[config.mk]
export PLATFORM = sky130hd
export DESIGN_NAME = patch_color_depth_distance
export DESIGN_NICKNAME = d
export VERILOG_FILES = /design/src/rtl/core/pcdd_pkg.sv /design/src/rtl/core/patch_color_depth_distance.sv
export SDC_FILE = /design/constraint.sdc
export NUM_CORES = 2
export LEC_CHECK = 0
export ABC_AREA = 1
export BUFFER_PORTS_ARGS = -buffer_cell sky130_fd_sc_hd__buf_2
export CAP_MARGIN = 15
export CORE_ASPECT_RATIO = 0.9
export CORE_UTILIZATION = 30
export CTS_CLUSTER_DIAMETER = 60
export DETAILED_ROUTE_END_ITERATION = 7
export PLACE_DENSITY = 0.45
export SYNTH_ARGS = -nofsm -noshare
export SYNTH_HDL_FRONTEND = slang
export SYNTH_SLANG_ARGS = --single-unit
[constraint.sdc]
create_clock -name i_clk -period 7.6 [get_ports i_clk]
set_clock_uncertainty 0.1 [all_clocks]
set_input_delay 1.52 -clock i_clk [delete_from_list [all_inputs] [get_ports i_clk]]
set_output_delay 1.52 -clock i_clk [all_outputs]
set_load 0.02 [all_outputs]
[src/rtl/core/pcdd_pkg.sv]
`default_nettype none

package pcdd_pkg;

    // Fixed field widths.
    localparam int unsigned PIX_W      = 8;
    localparam int unsigned WEIGHT_W   = 9;
    localparam int unsigned COST_W     = 16;
    localparam int unsigned PAIRS_W    = 11;

    // Arithmetic constants.
    localparam int unsigned FULL_WEIGHT   = 256;
    localparam int unsigned WEIGHT_RESET  = 51;
    localparam int unsigned CHAN_SQ_MAX   = 65025;
    localparam int unsigned COLOR_NORM    = 3 * CHAN_SQ_MAX;
    localparam int unsigned MAX_PAIRS_DEF = 1024;

    // The weight scale of 256 and the sixteen fraction bits of the cost.
    localparam int unsigned SCALE_SH = 8;
    localparam int unsigned FRAC_W   = 16;
    // Quotient bits: the cost can reach exactly 1.0 before saturation.
    localparam int unsigned QUO_W    = FRAC_W + 1;
    // Second multiplier operand: holds a byte difference, the colour weight 256-w, or three times the depth weight.
    localparam int unsigned MULB_W   = 10;

    // Channel codes used while squaring the differences.
    localparam logic [1:0] CH_RED   = 2'd0;
    localparam logic [1:0] CH_GREEN = 2'd1;
    localparam logic [1:0] CH_BLUE  = 2'd2;
    localparam logic [1:0] CH_DEPTH = 2'd3;

    typedef struct packed {
        logic [PIX_W-1:0] first_red;
        logic [PIX_W-1:0] first_green;
        logic [PIX_W-1:0] first_blue;
        logic [PIX_W-1:0] first_depth;
        logic [PIX_W-1:0] second_red;
        logic [PIX_W-1:0] second_green;
        logic [PIX_W-1:0] second_blue;
        logic [PIX_W-1:0] second_depth;
        logic             pair_valid;
        logic             last_pair;
    } t_pair;

    typedef struct packed {
        logic [COST_W-1:0]  patch_cost;
        logic [PAIRS_W-1:0] pairs_counted;
        logic               no_valid_pairs;
    } t_result;

endpackage

`default_nettype wire

[src/rtl/core/patch_color_depth_distance.sv]
`default_nettype none

// Patch distance engine. Pixel pairs of two patches arrive as transactions on the
// input channel; every pair flagged valid (up to MAX_PAIRS per patch) adds its squared
// red, green and blue differences to a colour sum and its squared depth difference to
// a depth sum. The pair flagged last closes the patch: the block then delivers one
// result transaction holding the cost
//   ((256-w)/256 * colour_sum/(3*65025) + w/256 * depth_sum/65025) / count
// as a truncated Q0.16 fraction saturated at 65535, the number of pairs counted, and
// an empty flag (cost 0) when no pair was valid. Afterwards all sums are cleared.
// The depth weight w is written through i_cfg_we/i_cfg_data in 1/256 units, resets to
// 51, and values above 256 act as 256; write it only while the block is idle.
// One arithmetic unit, a single multiplier, is shared under a small sequencer, and
// the block takes one transaction at a time. A pair that does not count is only
// accepted. A pair that counts is accepted, then the multiplier squares the red, green,
// blue and depth differences in turn, and a final accumulate follows. A last pair then
// passes, when pairs were counted, through two weight products, a sum, a restoring
// divider producing one quotient bit per cycle and the result load, or straight to the
// load when none were; the load waits while an earlier result is still unread.

module patch_color_depth_distance #(
    parameter int unsigned MAX_PAIRS = pcdd_pkg::MAX_PAIRS_DEF
) (
    input  wire logic                              i_clk,
    input  wire logic                              i_rst_n,
    input  wire logic                              i_in_valid,
    output      logic                              o_in_ready,
    input  wire pcdd_pkg::t_pair                   i_in_data,
    output      logic                              o_out_valid,
    input  wire logic                              i_out_ready,
    output      pcdd_pkg::t_result                 o_out_data,
    input  wire logic                              i_cfg_we,
    input  wire logic [pcdd_pkg::WEIGHT_W-1:0]     i_cfg_data
);

    // Widths of the running sums follow from the largest patch.
    localparam int unsigned     CNT_W     = $clog2(MAX_PAIRS + 1);
    localparam longint unsigned COLOR_MAX = longint'(pcdd_pkg::COLOR_NORM) *
                                            longint'(MAX_PAIRS);
    localparam longint unsigned DEPTH_MAX = longint'(pcdd_pkg::CHAN_SQ_MAX) *
                                            longint'(MAX_PAIRS);
    localparam int unsigned     SUMC_W    = $clog2(COLOR_MAX + 1);
    localparam int unsigned     SUMD_W    = $clog2(DEPTH_MAX + 1);
    localparam int unsigned     PROD_W    = SUMC_W + pcdd_pkg::MULB_W;
    // The weighted numerator is bounded by 256 times the largest colour sum.
    localparam int unsigned     NUMP_W    = SUMC_W + pcdd_pkg::SCALE_SH;
    localparam int unsigned     NUM_W     = NUMP_W + pcdd_pkg::SCALE_SH;
    localparam int unsigned     STEP_W    = $clog2(pcdd_pkg::QUO_W);
    localparam int unsigned     W         = pcdd_pkg::WEIGHT_W;

    typedef enum logic [8:0] {
        ST_IDLE = 9'b000000001,
        ST_SQ   = 9'b000000010,
        ST_ACC  = 9'b000000100,
        ST_FIN  = 9'b000001000,
        ST_WC   = 9'b000010000,
        ST_WD   = 9'b000100000,
        ST_NUM  = 9'b001000000,
        ST_DIV  = 9'b010000000,
        ST_EMIT = 9'b100000000
    } t_state;

    t_state r_state, n_state;

    // Control state, set by reset: the weight to its reset value, the rest to zero.
    logic [W-1:0]      r_weight;
    logic [CNT_W-1:0]  r_count;
    logic [SUMC_W-1:0] r_color;
    logic [SUMD_W-1:0] r_depth;
    logic [SUMC_W-1:0] r_den;        // 3*65025 times the pair count, built by addition
    logic              r_acc_en;
    logic              r_out_valid;

    // Datapath registers.
    pcdd_pkg::t_pair   r_pair;
    logic              r_last;
    logic [1:0]        r_ch;
    logic [1:0]        r_acc_ch;
    logic [PROD_W-1:0] r_prod;
    logic [NUMP_W-1:0] r_num;
    logic [NUM_W-1:0]  r_rem;
    logic [NUM_W-1:0]  r_dsor;
    logic [pcdd_pkg::QUO_W-1:0] r_quo;
    logic [STEP_W-1:0] r_step;
    pcdd_pkg::t_result r_out_data;

    logic              in_acc;
    logic              takes;
    logic              out_free;
    logic              emit_fire;
    logic [W-1:0]      w_sat;
    logic [pcdd_pkg::PIX_W-1:0] pix_a, pix_b, abs_diff;
    logic [SUMC_W-1:0] mul_a;
    logic [pcdd_pkg::MULB_W-1:0] mul_b;
    logic [PROD_W-1:0] mul_p;
    logic [NUM_W:0]    div_sub;

    assign o_in_ready  = (r_state == ST_IDLE);
    assign in_acc      = i_in_valid && o_in_ready;
    // A pair enters the sums only while the patch still has room.
    assign takes       = i_in_data.pair_valid && (r_count < CNT_W'(MAX_PAIRS));
    assign out_free    = !r_out_valid || i_out_ready;
    assign emit_fire   = (r_state == ST_EMIT) && out_free;
    assign o_out_valid = r_out_valid;
    assign o_out_data  = r_out_data;

    // Weights above full scale behave as full scale, leaving depth alone.
    assign w_sat = (r_weight > W'(pcdd_pkg::FULL_WEIGHT)) ? W'(pcdd_pkg::FULL_WEIGHT)
                                                         : r_weight;

    // Select the channel that the multiplier squares in this cycle.
    always_comb begin
        case (r_ch)
            pcdd_pkg::CH_RED: begin
                pix_a = r_pair.first_red;
                pix_b = r_pair.second_red;
            end
            pcdd_pkg::CH_GREEN: begin
                pix_a = r_pair.first_green;
                pix_b = r_pair.second_green;
            end
            pcdd_pkg::CH_BLUE: begin
                pix_a = r_pair.first_blue;
                pix_b = r_pair.second_blue;
            end
            default: begin
                pix_a = r_pair.first_depth;
                pix_b = r_pair.second_depth;
            end
        endcase
        abs_diff = (pix_a > pix_b) ? (pix_a - pix_b) : (pix_b - pix_a);
    end

    // The shared multiplier: squares, then the two weight products.
    always_comb begin
        mul_a = '0;
        mul_b = '0;
        unique case (r_state)
            ST_SQ: begin
                mul_a = SUMC_W'(abs_diff);
                mul_b = pcdd_pkg::MULB_W'(abs_diff);
            end
            ST_WC: begin
                mul_a = r_color;
                mul_b = pcdd_pkg::MULB_W'(W'(pcdd_pkg::FULL_WEIGHT) - w_sat);
            end
            ST_WD: begin
                mul_a = SUMC_W'(r_depth);
                mul_b = pcdd_pkg::MULB_W'(w_sat) + pcdd_pkg::MULB_W'({w_sat, 1'b0});
            end
            default: begin
                mul_a = '0;
                mul_b = '0;
            end
        endcase
        mul_p = PROD_W'(mul_a) * PROD_W'(mul_b);
    end

    assign div_sub = {1'b0, r_rem} - {1'b0, r_dsor};

    always_comb begin
        n_state = r_state;
        unique case (r_state)
            ST_IDLE: begin
                if (in_acc) begin
                    if (takes) begin
                        n_state = ST_SQ;
                    end else if (i_in_data.last_pair) begin
                        n_state = ST_FIN;
                    end
                end
            end
            ST_SQ: begin
                if (r_ch == pcdd_pkg::CH_DEPTH) begin
                    n_state = ST_ACC;
                end
            end
            ST_ACC: begin
                n_state = r_last ? ST_FIN : ST_IDLE;
            end
            ST_FIN: begin
                n_state = (r_count == '0) ? ST_EMIT : ST_WC;
            end
            ST_WC:  n_state = ST_WD;
            ST_WD:  n_state = ST_NUM;
            ST_NUM: n_state = ST_DIV;
            ST_DIV: begin
                if (r_step == '0) begin
                    n_state = ST_EMIT;
                end
            end
            ST_EMIT: begin
                if (out_free) begin
                    n_state = ST_IDLE;
                end
            end
            default: n_state = ST_IDLE;
        endcase
    end

    always_ff @(posedge i_clk) begin
        if (!i_rst_n) begin
            r_state     <= ST_IDLE;
            r_weight    <= W'(pcdd_pkg::WEIGHT_RESET);
            r_count     <= '0;
            r_color     <= '0;
            r_depth     <= '0;
            r_den       <= '0;
            r_acc_en    <= 1'b0;
            r_out_valid <= 1'b0;
        end else begin
            r_state  <= n_state;
            r_acc_en <= (r_state == ST_SQ);
            if (i_cfg_we) begin
                r_weight <= i_cfg_data;
            end
            if (emit_fire) begin
                r_out_valid <= 1'b1;
            end else if (i_out_ready) begin
                r_out_valid <= 1'b0;
            end
            if (emit_fire) begin
                r_count <= '0;
                r_color <= '0;
                r_depth <= '0;
                r_den   <= '0;
            end else begin
                if (in_acc && takes) begin
                    r_count <= r_count + CNT_W'(1);
                    r_den   <= r_den + SUMC_W'(pcdd_pkg::COLOR_NORM);
                end
                // Each product is registered and reaches its sum in the cycle after its multiply.
                if (r_acc_en) begin
                    if (r_acc_ch == pcdd_pkg::CH_DEPTH) begin
                        r_depth <= r_depth + SUMD_W'(r_prod);
                    end else begin
                        r_color <= r_color + SUMC_W'(r_prod);
                    end
                end
            end
        end
    end

    always_ff @(posedge i_clk) begin
        r_prod   <= mul_p;
        r_acc_ch <= r_ch;
        if (in_acc) begin
            r_pair <= i_in_data;
            r_last <= i_in_data.last_pair;
            r_ch   <= pcdd_pkg::CH_RED;
        end else if (r_state == ST_SQ) begin
            r_ch <= r_ch + 2'd1;
        end
        if (r_state == ST_WD) begin
            r_num <= NUMP_W'(r_prod);
        end
        if (r_state == ST_NUM) begin
            r_rem  <= {NUMP_W'(r_num + NUMP_W'(r_prod)), {pcdd_pkg::SCALE_SH{1'b0}}};
            r_dsor <= {r_den, {pcdd_pkg::FRAC_W{1'b0}}};
            r_quo  <= '0;
            r_step <= STEP_W'(pcdd_pkg::QUO_W - 1);
        end else if (r_state == ST_DIV) begin
            if (!div_sub[NUM_W]) begin
                r_rem <= div_sub[NUM_W-1:0];
            end
            r_quo  <= {r_quo[pcdd_pkg::QUO_W-2:0], ~div_sub[NUM_W]};
            r_dsor <= r_dsor >> 1;
            r_step <= r_step - STEP_W'(1);
        end
        if (emit_fire) begin
            if (r_count == '0) begin
                r_out_data.patch_cost     <= '0;
                r_out_data.no_valid_pairs <= 1'b1;
            end else begin
                r_out_data.patch_cost     <= r_quo[pcdd_pkg::QUO_W-1] ? '1
                                             : r_quo[pcdd_pkg::COST_W-1:0];
                r_out_data.no_valid_pairs <= 1'b0;
            end
            r_out_data.pairs_counted <= pcdd_pkg::PAIRS_W'(r_count);
        end
    end

`ifndef ASSERT_OFF
    a_count_bound: assert property (@(posedge i_clk) disable iff (!i_rst_n)
        r_count <= CNT_W'(MAX_PAIRS))
        else $error("pair count above the patch limit");

    a_sums_empty: assert property (@(posedge i_clk) disable iff (!i_rst_n)
        (r_count == '0) |-> (r_color == '0 && r_depth == '0 && r_den == '0))
        else $error("sums not clear while no pair is counted");

    a_div_range: assert property (@(posedge i_clk) disable iff (!i_rst_n)
        (r_state == ST_DIV) |-> ({1'b0, r_rem} < {r_dsor, 1'b0}))
        else $error("divider remainder out of range");

    a_skip_fast: assert property (@(posedge i_clk) disable iff (!i_rst_n)
        (in_acc && !i_in_data.pair_valid && !i_in_data.last_pair) |=> o_in_ready)
        else $error("ignored pair did not return to idle");

    a_empty_result: assert property (@(posedge i_clk) disable iff (!i_rst_n)
        (o_out_valid && o_out_data.no_valid_pairs) |->
            (o_out_data.patch_cost == '0 && o_out_data.pairs_counted == '0))
        else $error("empty result carries a cost or a count");
`endif

endmodule

`default_nettype wire

## Word-level counts from Yosys, hierarchy flattened

Index checks and enable logic that the tools add are counted.

| word-level totals | value |
|---|---|
| register bits | 392 |
| memories kept | 0 |
| latch bits | 0 |
| output and inout port bits | 30 |
| word-level logic and storage cells | 109 |
| memory bits (writable) | 0 |
| bits in read-only memories | 0 |
| input bits | 80 |

| cells by class | value |
|---|---|
| $add $sub $neg | 12 |
| shift-type cells | 0 |
| bitwise logic cells | 3 |
| multiply operators | 1 |
| mux-type cells | 24 |
| eq/ne operators | 19 |
| reduce and logical (&&, ||, !) cells | 17 |
| divide/modulo/power cells | 0 |
| $lt $le $gt $ge | 3 |

Operators with widths:

| kind | number |
|---|---|
| 2-to-1 mux 44 bit | 5 |
| case mux 28 bit (3 select lines) | 1 |
| case mux 9 bit (9 select lines) | 1 |
| 2-to-1 mux 9 bit | 8 |
| case mux 8 bit (3 select lines) | 2 |
| subtractor 44 x 44 -> 45 bit | 1 |
| adder 36 bit | 1 |
| multiplier 28 x 10 -> 36 bit | 1 |
| case mux 10 bit (3 select lines) | 1 |
| adder 28 x 18 -> 28 bit (second input constant) | 1 |
| adder 28 bit | 1 |
| adder 26 bit | 1 |
| 2-to-1 mux 16 bit | 1 |
| subtractor 8 bit | 2 |
| adder 11 x 1 -> 11 bit (second input constant) | 1 |
| logical NOT 11 bit | 1 |
| < comparator 11 bit (second input constant) | 1 |
| adder 9 x 10 -> 10 bit | 1 |
| subtractor 9 x 9 -> 10 bit (first input constant) | 1 |
| equality test 9 x 1 -> 1 bit (second input constant) | 1 |
| equality test 9 x 2 -> 1 bit (second input constant) | 1 |
| equality test 9 x 3 -> 1 bit (second input constant) | 1 |
| equality test 9 x 4 -> 1 bit (second input constant) | 1 |
| equality test 9 x 5 -> 1 bit (second input constant) | 1 |
| other kinds (26) | 42 |

## Logic depth before layout (Yosys ltp)

| logic depth | value |
|---|---|
| depth in word-level cells | 6 |
| gate-level depth with buffers | 46 |
| mapped depth without buffers | 43 |

## Worst setup path after synthesis

No wires, ideal clock.

| timing | value |
|---|---|
| kind | reg2reg |
| start point | reg r_ch[1] |
| end point | reg r_prod[33] |
| cell stages (with the launch flop) | 41 |
| clock period less this slack | 7.471 ns |
| buffers on the path | 4 |
| required time | 7.388 ns |
| setup time | 0.112 ns |
| slack | 0.129 ns |
| arrival | 7.258 ns |
| path through | dfxtp_1 > inv_1 > ha_1 > clkbuf_1 > clkbuf_1 > a22o_1 > o22ai_1 > inv_1 > fa_1 > inv_1 > nand3_1 > nand3_1 > nand2_1 > nand3_2 > nand2_2 > buf_6 > o21ai_1 > nand2_1 > [5 not listed] > fa_1 > inv_1 > fa_1 > inv_1 > fa_1 > fa_1 > fa_1 > inv_1 > ha_1 > a21o_1 > a21oi_1 > nand3_1 > a21oi_1 > o21ai_0 > nand3_1 > nand2_1 > nand2_1 > nand2_1 |

| between the ends | value |
|---|---|
| word-level cells in the longest chain between the ends | 6 |
| elaborated cells between the ends (all ways) | 12 |
| those cells by class | add/sub (2); mul (1); order compare (1); eq/ne (2); mux (5); reduce/logical (1) |

Ends and longest elaborated chain:

| element | RTL line | source |
|---|---|---|
| start: declaration | patch_color_depth_distance.sv:77 | `logic [1:0] r_ch;` |
| start signal: assignment | patch_color_depth_distance.sv:250 | `r_ch <= pcdd_pkg::CH_RED;` |
| start signal: assignment | patch_color_depth_distance.sv:252 | `r_ch <= r_ch + 2'd1;` |
| equality test 2 bit (tied with other cells) | patch_color_depth_distance.sv:113 | `case (r_ch)` |
| case mux 8 bit (3 select lines) | patch_color_depth_distance.sv:113 |  |
| subtractor 8 bit / > comparator 8 bit (equally long branches) | patch_color_depth_distance.sv:131 | `abs_diff = (pix_a > pix_b) ? (pix_a - pix_b) : (pix_b - pix_a);` |
| 2-to-1 mux 8 bit (*) | patch_color_depth_distance.sv:131 |  |
| case mux 28 bit (3 select lines) / case mux 10 bit (3 select lines) (equally long branches) | patch_color_depth_distance.sv:138 | `unique case (r_state)` |
| multiplier 28 x 10 -> 36 bit (*) | patch_color_depth_distance.sv:156 | `mul_p = PROD_W'(mul_a) * PROD_W'(mul_b);` |
| net mul_p[33] | patch_color_depth_distance.sv:95 | `logic [PROD_W-1:0] mul_p;` |
| end signal: assignment | patch_color_depth_distance.sv:245 | `r_prod <= mul_p;` |
| end: declaration | patch_color_depth_distance.sv:79 | `logic [PROD_W-1:0] r_prod;` |

Mark *: on every way through the listed nets, which the timed path passes. The rest lies on a longest branch.
A chain may end at the register's enable or synchronous reset.

## Worst setup path in the final report

| timing | value |
|---|---|
| start point | reg r_ch[1] |
| end point | reg r_prod[29] |

Same word-level chain as after synthesis.

==> key figures <==
Synth
  • Post-synthesis cell count: 4410
  • Synth Area in Adders: 0.214
  • Ys flop type: dfxtp_1
  • Synth area leaders: edfxtp_1 17%, fa_1 13%, dfxtp_1 12%
  • Sequential area share after synthesis: 0.293
  • Yosys top cell by area: edfxtp_1
  • Mapped cell area: 0.0334 mm²
  • Post-synthesis async set-or-reset flop share: 0
  • Post-synth net total: 4934
  • Synth cell types: 57
  • Number of synthesized flops with an enable pin: 193
  • Post-synth top area share: 0.173
  • Simple-gate share of the synthesized area: 0.208
  • Syn Area/Cell: 7.58 µm²
  • Most frequent cell after synthesis: nand2_1
  • Post-Synth XOR/XNOR Area: 0.0267
  • Mux cell area share after synthesis: 0
  • Warnings from Yosys: 0
  • Synth Area in Compound Gates: 0.156
  • Synth Register Bits: ~390
  • Post-synth top cells: 866 x nand2_1, 784 x inv_1, 410 x a21oi_1
  • Largest family of logic cells by synthesized area: adder cells

Worst hold path
  • HP Class: reg2reg
  • Hold Path Depth: 0
  • Hold Startpoint: r_ch[1]$_SDFFE_PP0P_
  • Hold Path End: r_acc_ch[1]$_DFF_P_

Cells and area
  • Fin nets: about 5300
  • Final instance area: 0.0408 mm²
  • Area Overhead vs Synth: 22.2%
  • Share of layout cells above drive strength 1: 0.163
  • Antenna Cells: 0
  • FILL cells: 11600

Pwr
  • Clock share of power: 0.242
  • Leak: 18.7 nW
  • Flop pwr share: 0.304
  • P_int: about 5.5 mW
  • Net Sw Power: 3.54 mW
  • Comb pwr share: 0.454
  • VDD IR max: roughly 0.21 mV
  • Power density over cell area: roughly 220 mW/mm²
  • Power Total: 9.07 mW
  • Sw frac: 0.390

Global route
  • Antenna violations before repair: 0
  • GRT overflow: 0
  • Vias in the first global route: 30000
  • Largest net degree at the start of global routing: 77
  • GRT Total Usage: 0.193
  • Global-route wire length before repair: 172000 µm

Clock network
  • Max Root-Sink Buffers: 3
  • Worst-Skew Late Latency: approximately 0.60 ns
  • Cts hold-fix bufs: 0
  • CTS sink cnt: ~400
  • CTS tree: done
  • Root Driver: clkbuf_16
  • CTS buffer count: 47
  • CTS clk-pin slew, worst paths: about 0.060 ns
  • H-tree depth: 2

Detailed routing
  • Wire per inst: 18.2 µm
  • Vias: between 30000 and 40000
  • Final ANT Viol Nets: 0
  • DRC violations left: 0
  • First-pass iteration count of the detailed router: 7
  • Vias per cell: 4.86
  • Final wirelength: 114000 µm
  • Iteration-0 DRC Markers: 2055

STA
  • Slew @ Worst Pin: 1.06 ns
  • Final cycle utilization of the critical path: 0.971
  • Max Clk Rate: 0.136 GHz
  • Max-Slew Margin vs Limit: 0.294
  • Final Hold Slack: 0.313 ns
  • Final Hold Viols: 0
  • Max Slew Vio Count: 0
  • Min Tclk post-route: between 7 and 8 ns
  • Unrepaired setup endpoints after global routing: true
  • Final setup violation count: 0

Die
  • Die Area: between 0.1 and 0.15 mm²
  • Die Span Y: 319 µm
  • Num rows: 115
  • Die Width: ~350 µm
  • # IOs: between 100 and 150
  • Initial Util: 0.304
  • Core footprint: 0.110 mm²

Outcome
  • Status: finished, final reports clean

Placed design
  • Input/output buffers: ~110
  • Gpl congestion: 0.954
  • Dpl cell area: 0.0374 mm²
  • Dpl hpwl: ~90000 µm

Worst setup path
  • Worst-path fanout max: 8
  • Most frequent CP cell: fa_1
  • CP Capture Type: flop
  • Crit-path max cell delay: roughly 0.54 ns
  • Setup Crit Path Kind: reg2reg
  • Slowest cell on the critical path: fa_1
  • R2R Path End: r_prod[29]$_DFF_P_
  • R2r worst-path depth: 39
  • Reg2reg setup slack: 0.22 ns
  • Arrival @ worst endpoint: 7.76 ns
  • CP required: 7.98 ns
  • CP Launch Type: flop
  • Worst reg2reg path startpoint: r_ch[1]$_SDFFE_PP0P_

Run
  • Max_cap viols: 0
## power by group through the flow
stage	clock, mW	sequential, mW	combinational (mW)
final	2.20	2.76	4.12
after global routing	2.35	2.79	4.59
after CTS	2.28	2.75	3.60
after detailed placement	0	2.79	3.51
after global placement	0	2.79	3.52
after floorplan	0	2.77	2.27
## logic make-up after synthesis
kind of cell	count (synthesis)
fa+ha+maj	444
simple gates	1653
flops	392
buf+inv	896
xor+xnor	102
compound gates	923
## state kept, by name, summed over array words and instances, names as in the netlist, 2 cells and up
signal and flops:
r_num 36, r_dsor 44, r_den 28, r_rem 44, r_state 9, r_count 11, r_depth 26, r_weight 9
r_ch 2, r_acc_ch 2, r_color 28, r_pair 64, r_step 5, o_out_data 28, r_prod 36, r_quo 17
## layout by cell type, fill, tap and decap left out, types with 197 or more instances in the layout
cell,synthesis,layout
inv_1,784,750
o21ai_0,268,254
nand2_1,866,828
dfxtp_1,199,197
a21oi_1,410,372
ha_1,232,201
fa_1,212,200
nor2_1,390,360
buf_4,6,250
nand3_1,211,198
## what timing repair did
action | in CTS | in global routing
hold endpoints to repair | 0 | 0
cloned | 0 | 14
setup buffers | 1 | 27
setup endpoints to repair | 21 | 28
gates resized for setup | 26 | 295
pin swaps | 11 | 122
## worst max-delay path: cells and delay by family (launching register included)
kind,cells,cell delay (ns)
flip-flops,1,0.38
adder cells (fa/ha/maj),8,3.24
XOR/XNOR,1,0.15
AND/OR/NAND/NOR,10,0.90
buffers and inverters,14,1.29
AO/OA/AOI/OAI,6,1.19
## routing by layer
| metal | vias up | track usage | part of all wire |
|---|---|---|---|
| met2 | 535 | 0.309 | 0.45 |
| met1 | 14600 | 0.279 | 0.49 |
| met3 | 124 | 0.0205 | 0.039 |
| li1 | 15200 | - | - |
| met5 | - | 0 | 0 |
| met4 | 0 | 0.0411 | 0.022 |
## per-stage QoR
step / setup WS [ns] / cells / utilization / setup TNS (ns)
floorplan: 0.129 / 4410 / - / 0
global placement: -0.350 / 6137 / 0.341 / -3.22
detailed placement: -0.337 / 6137 / 0.341 / -3.51
CTS: -0.00918 / 6225 / 0.355 / -0.0164
global route: -0.103 / 6266 / 0.372 / -0.739
finish: 0.221 / 6266 / 0.372 / 0
## final cells by class
| type | instances | area (µm²) | share of cell area |
|---|---|---|---|
| timing repair buffer | 405 | 3280 | 0.0803 |
| tap | 1462 | 1830 | 0.0448 |
| sequential | 392 | 9790 | 0.240 |
| clock buffer | 62 | 1300 | 0.0319 |
| clock inverter | 25 | 183 | 0.00448 |
| inverter | 798 | 3010 | 0.0738 |
| multi-input combinational | 3122 | 21400 | 0.525 |
## worst max-delay path by stage
stage | startpoint | endpoint | slack (ns) | cells past startpoint
2_1_floorplan | r_ch[1]$_SDFFE_PP0P_ | r_prod[33]$_DFF_P_ | 0.13 | 40
3_3_place_gp | r_ch[0]$_SDFFE_PP0P_ | r_prod[32]$_DFF_P_ | -0.35 | 37
3_5_place_dp | r_ch[1]$_SDFFE_PP0P_ | r_prod[32]$_DFF_P_ | -0.34 | 37
4_1_cts | r_ch[0]$_SDFFE_PP0P_ | r_prod[30]$_DFF_P_ | -0.009 | 36
5_1_grt | r_ch[1]$_SDFFE_PP0P_ | r_prod[30]$_DFF_P_ | -0.10 | 41
6_report | r_ch[1]$_SDFFE_PP0P_ | r_prod[29]$_DFF_P_ | 0.22 | 39
No activity file was read; power rests on OpenSTA's default activity.
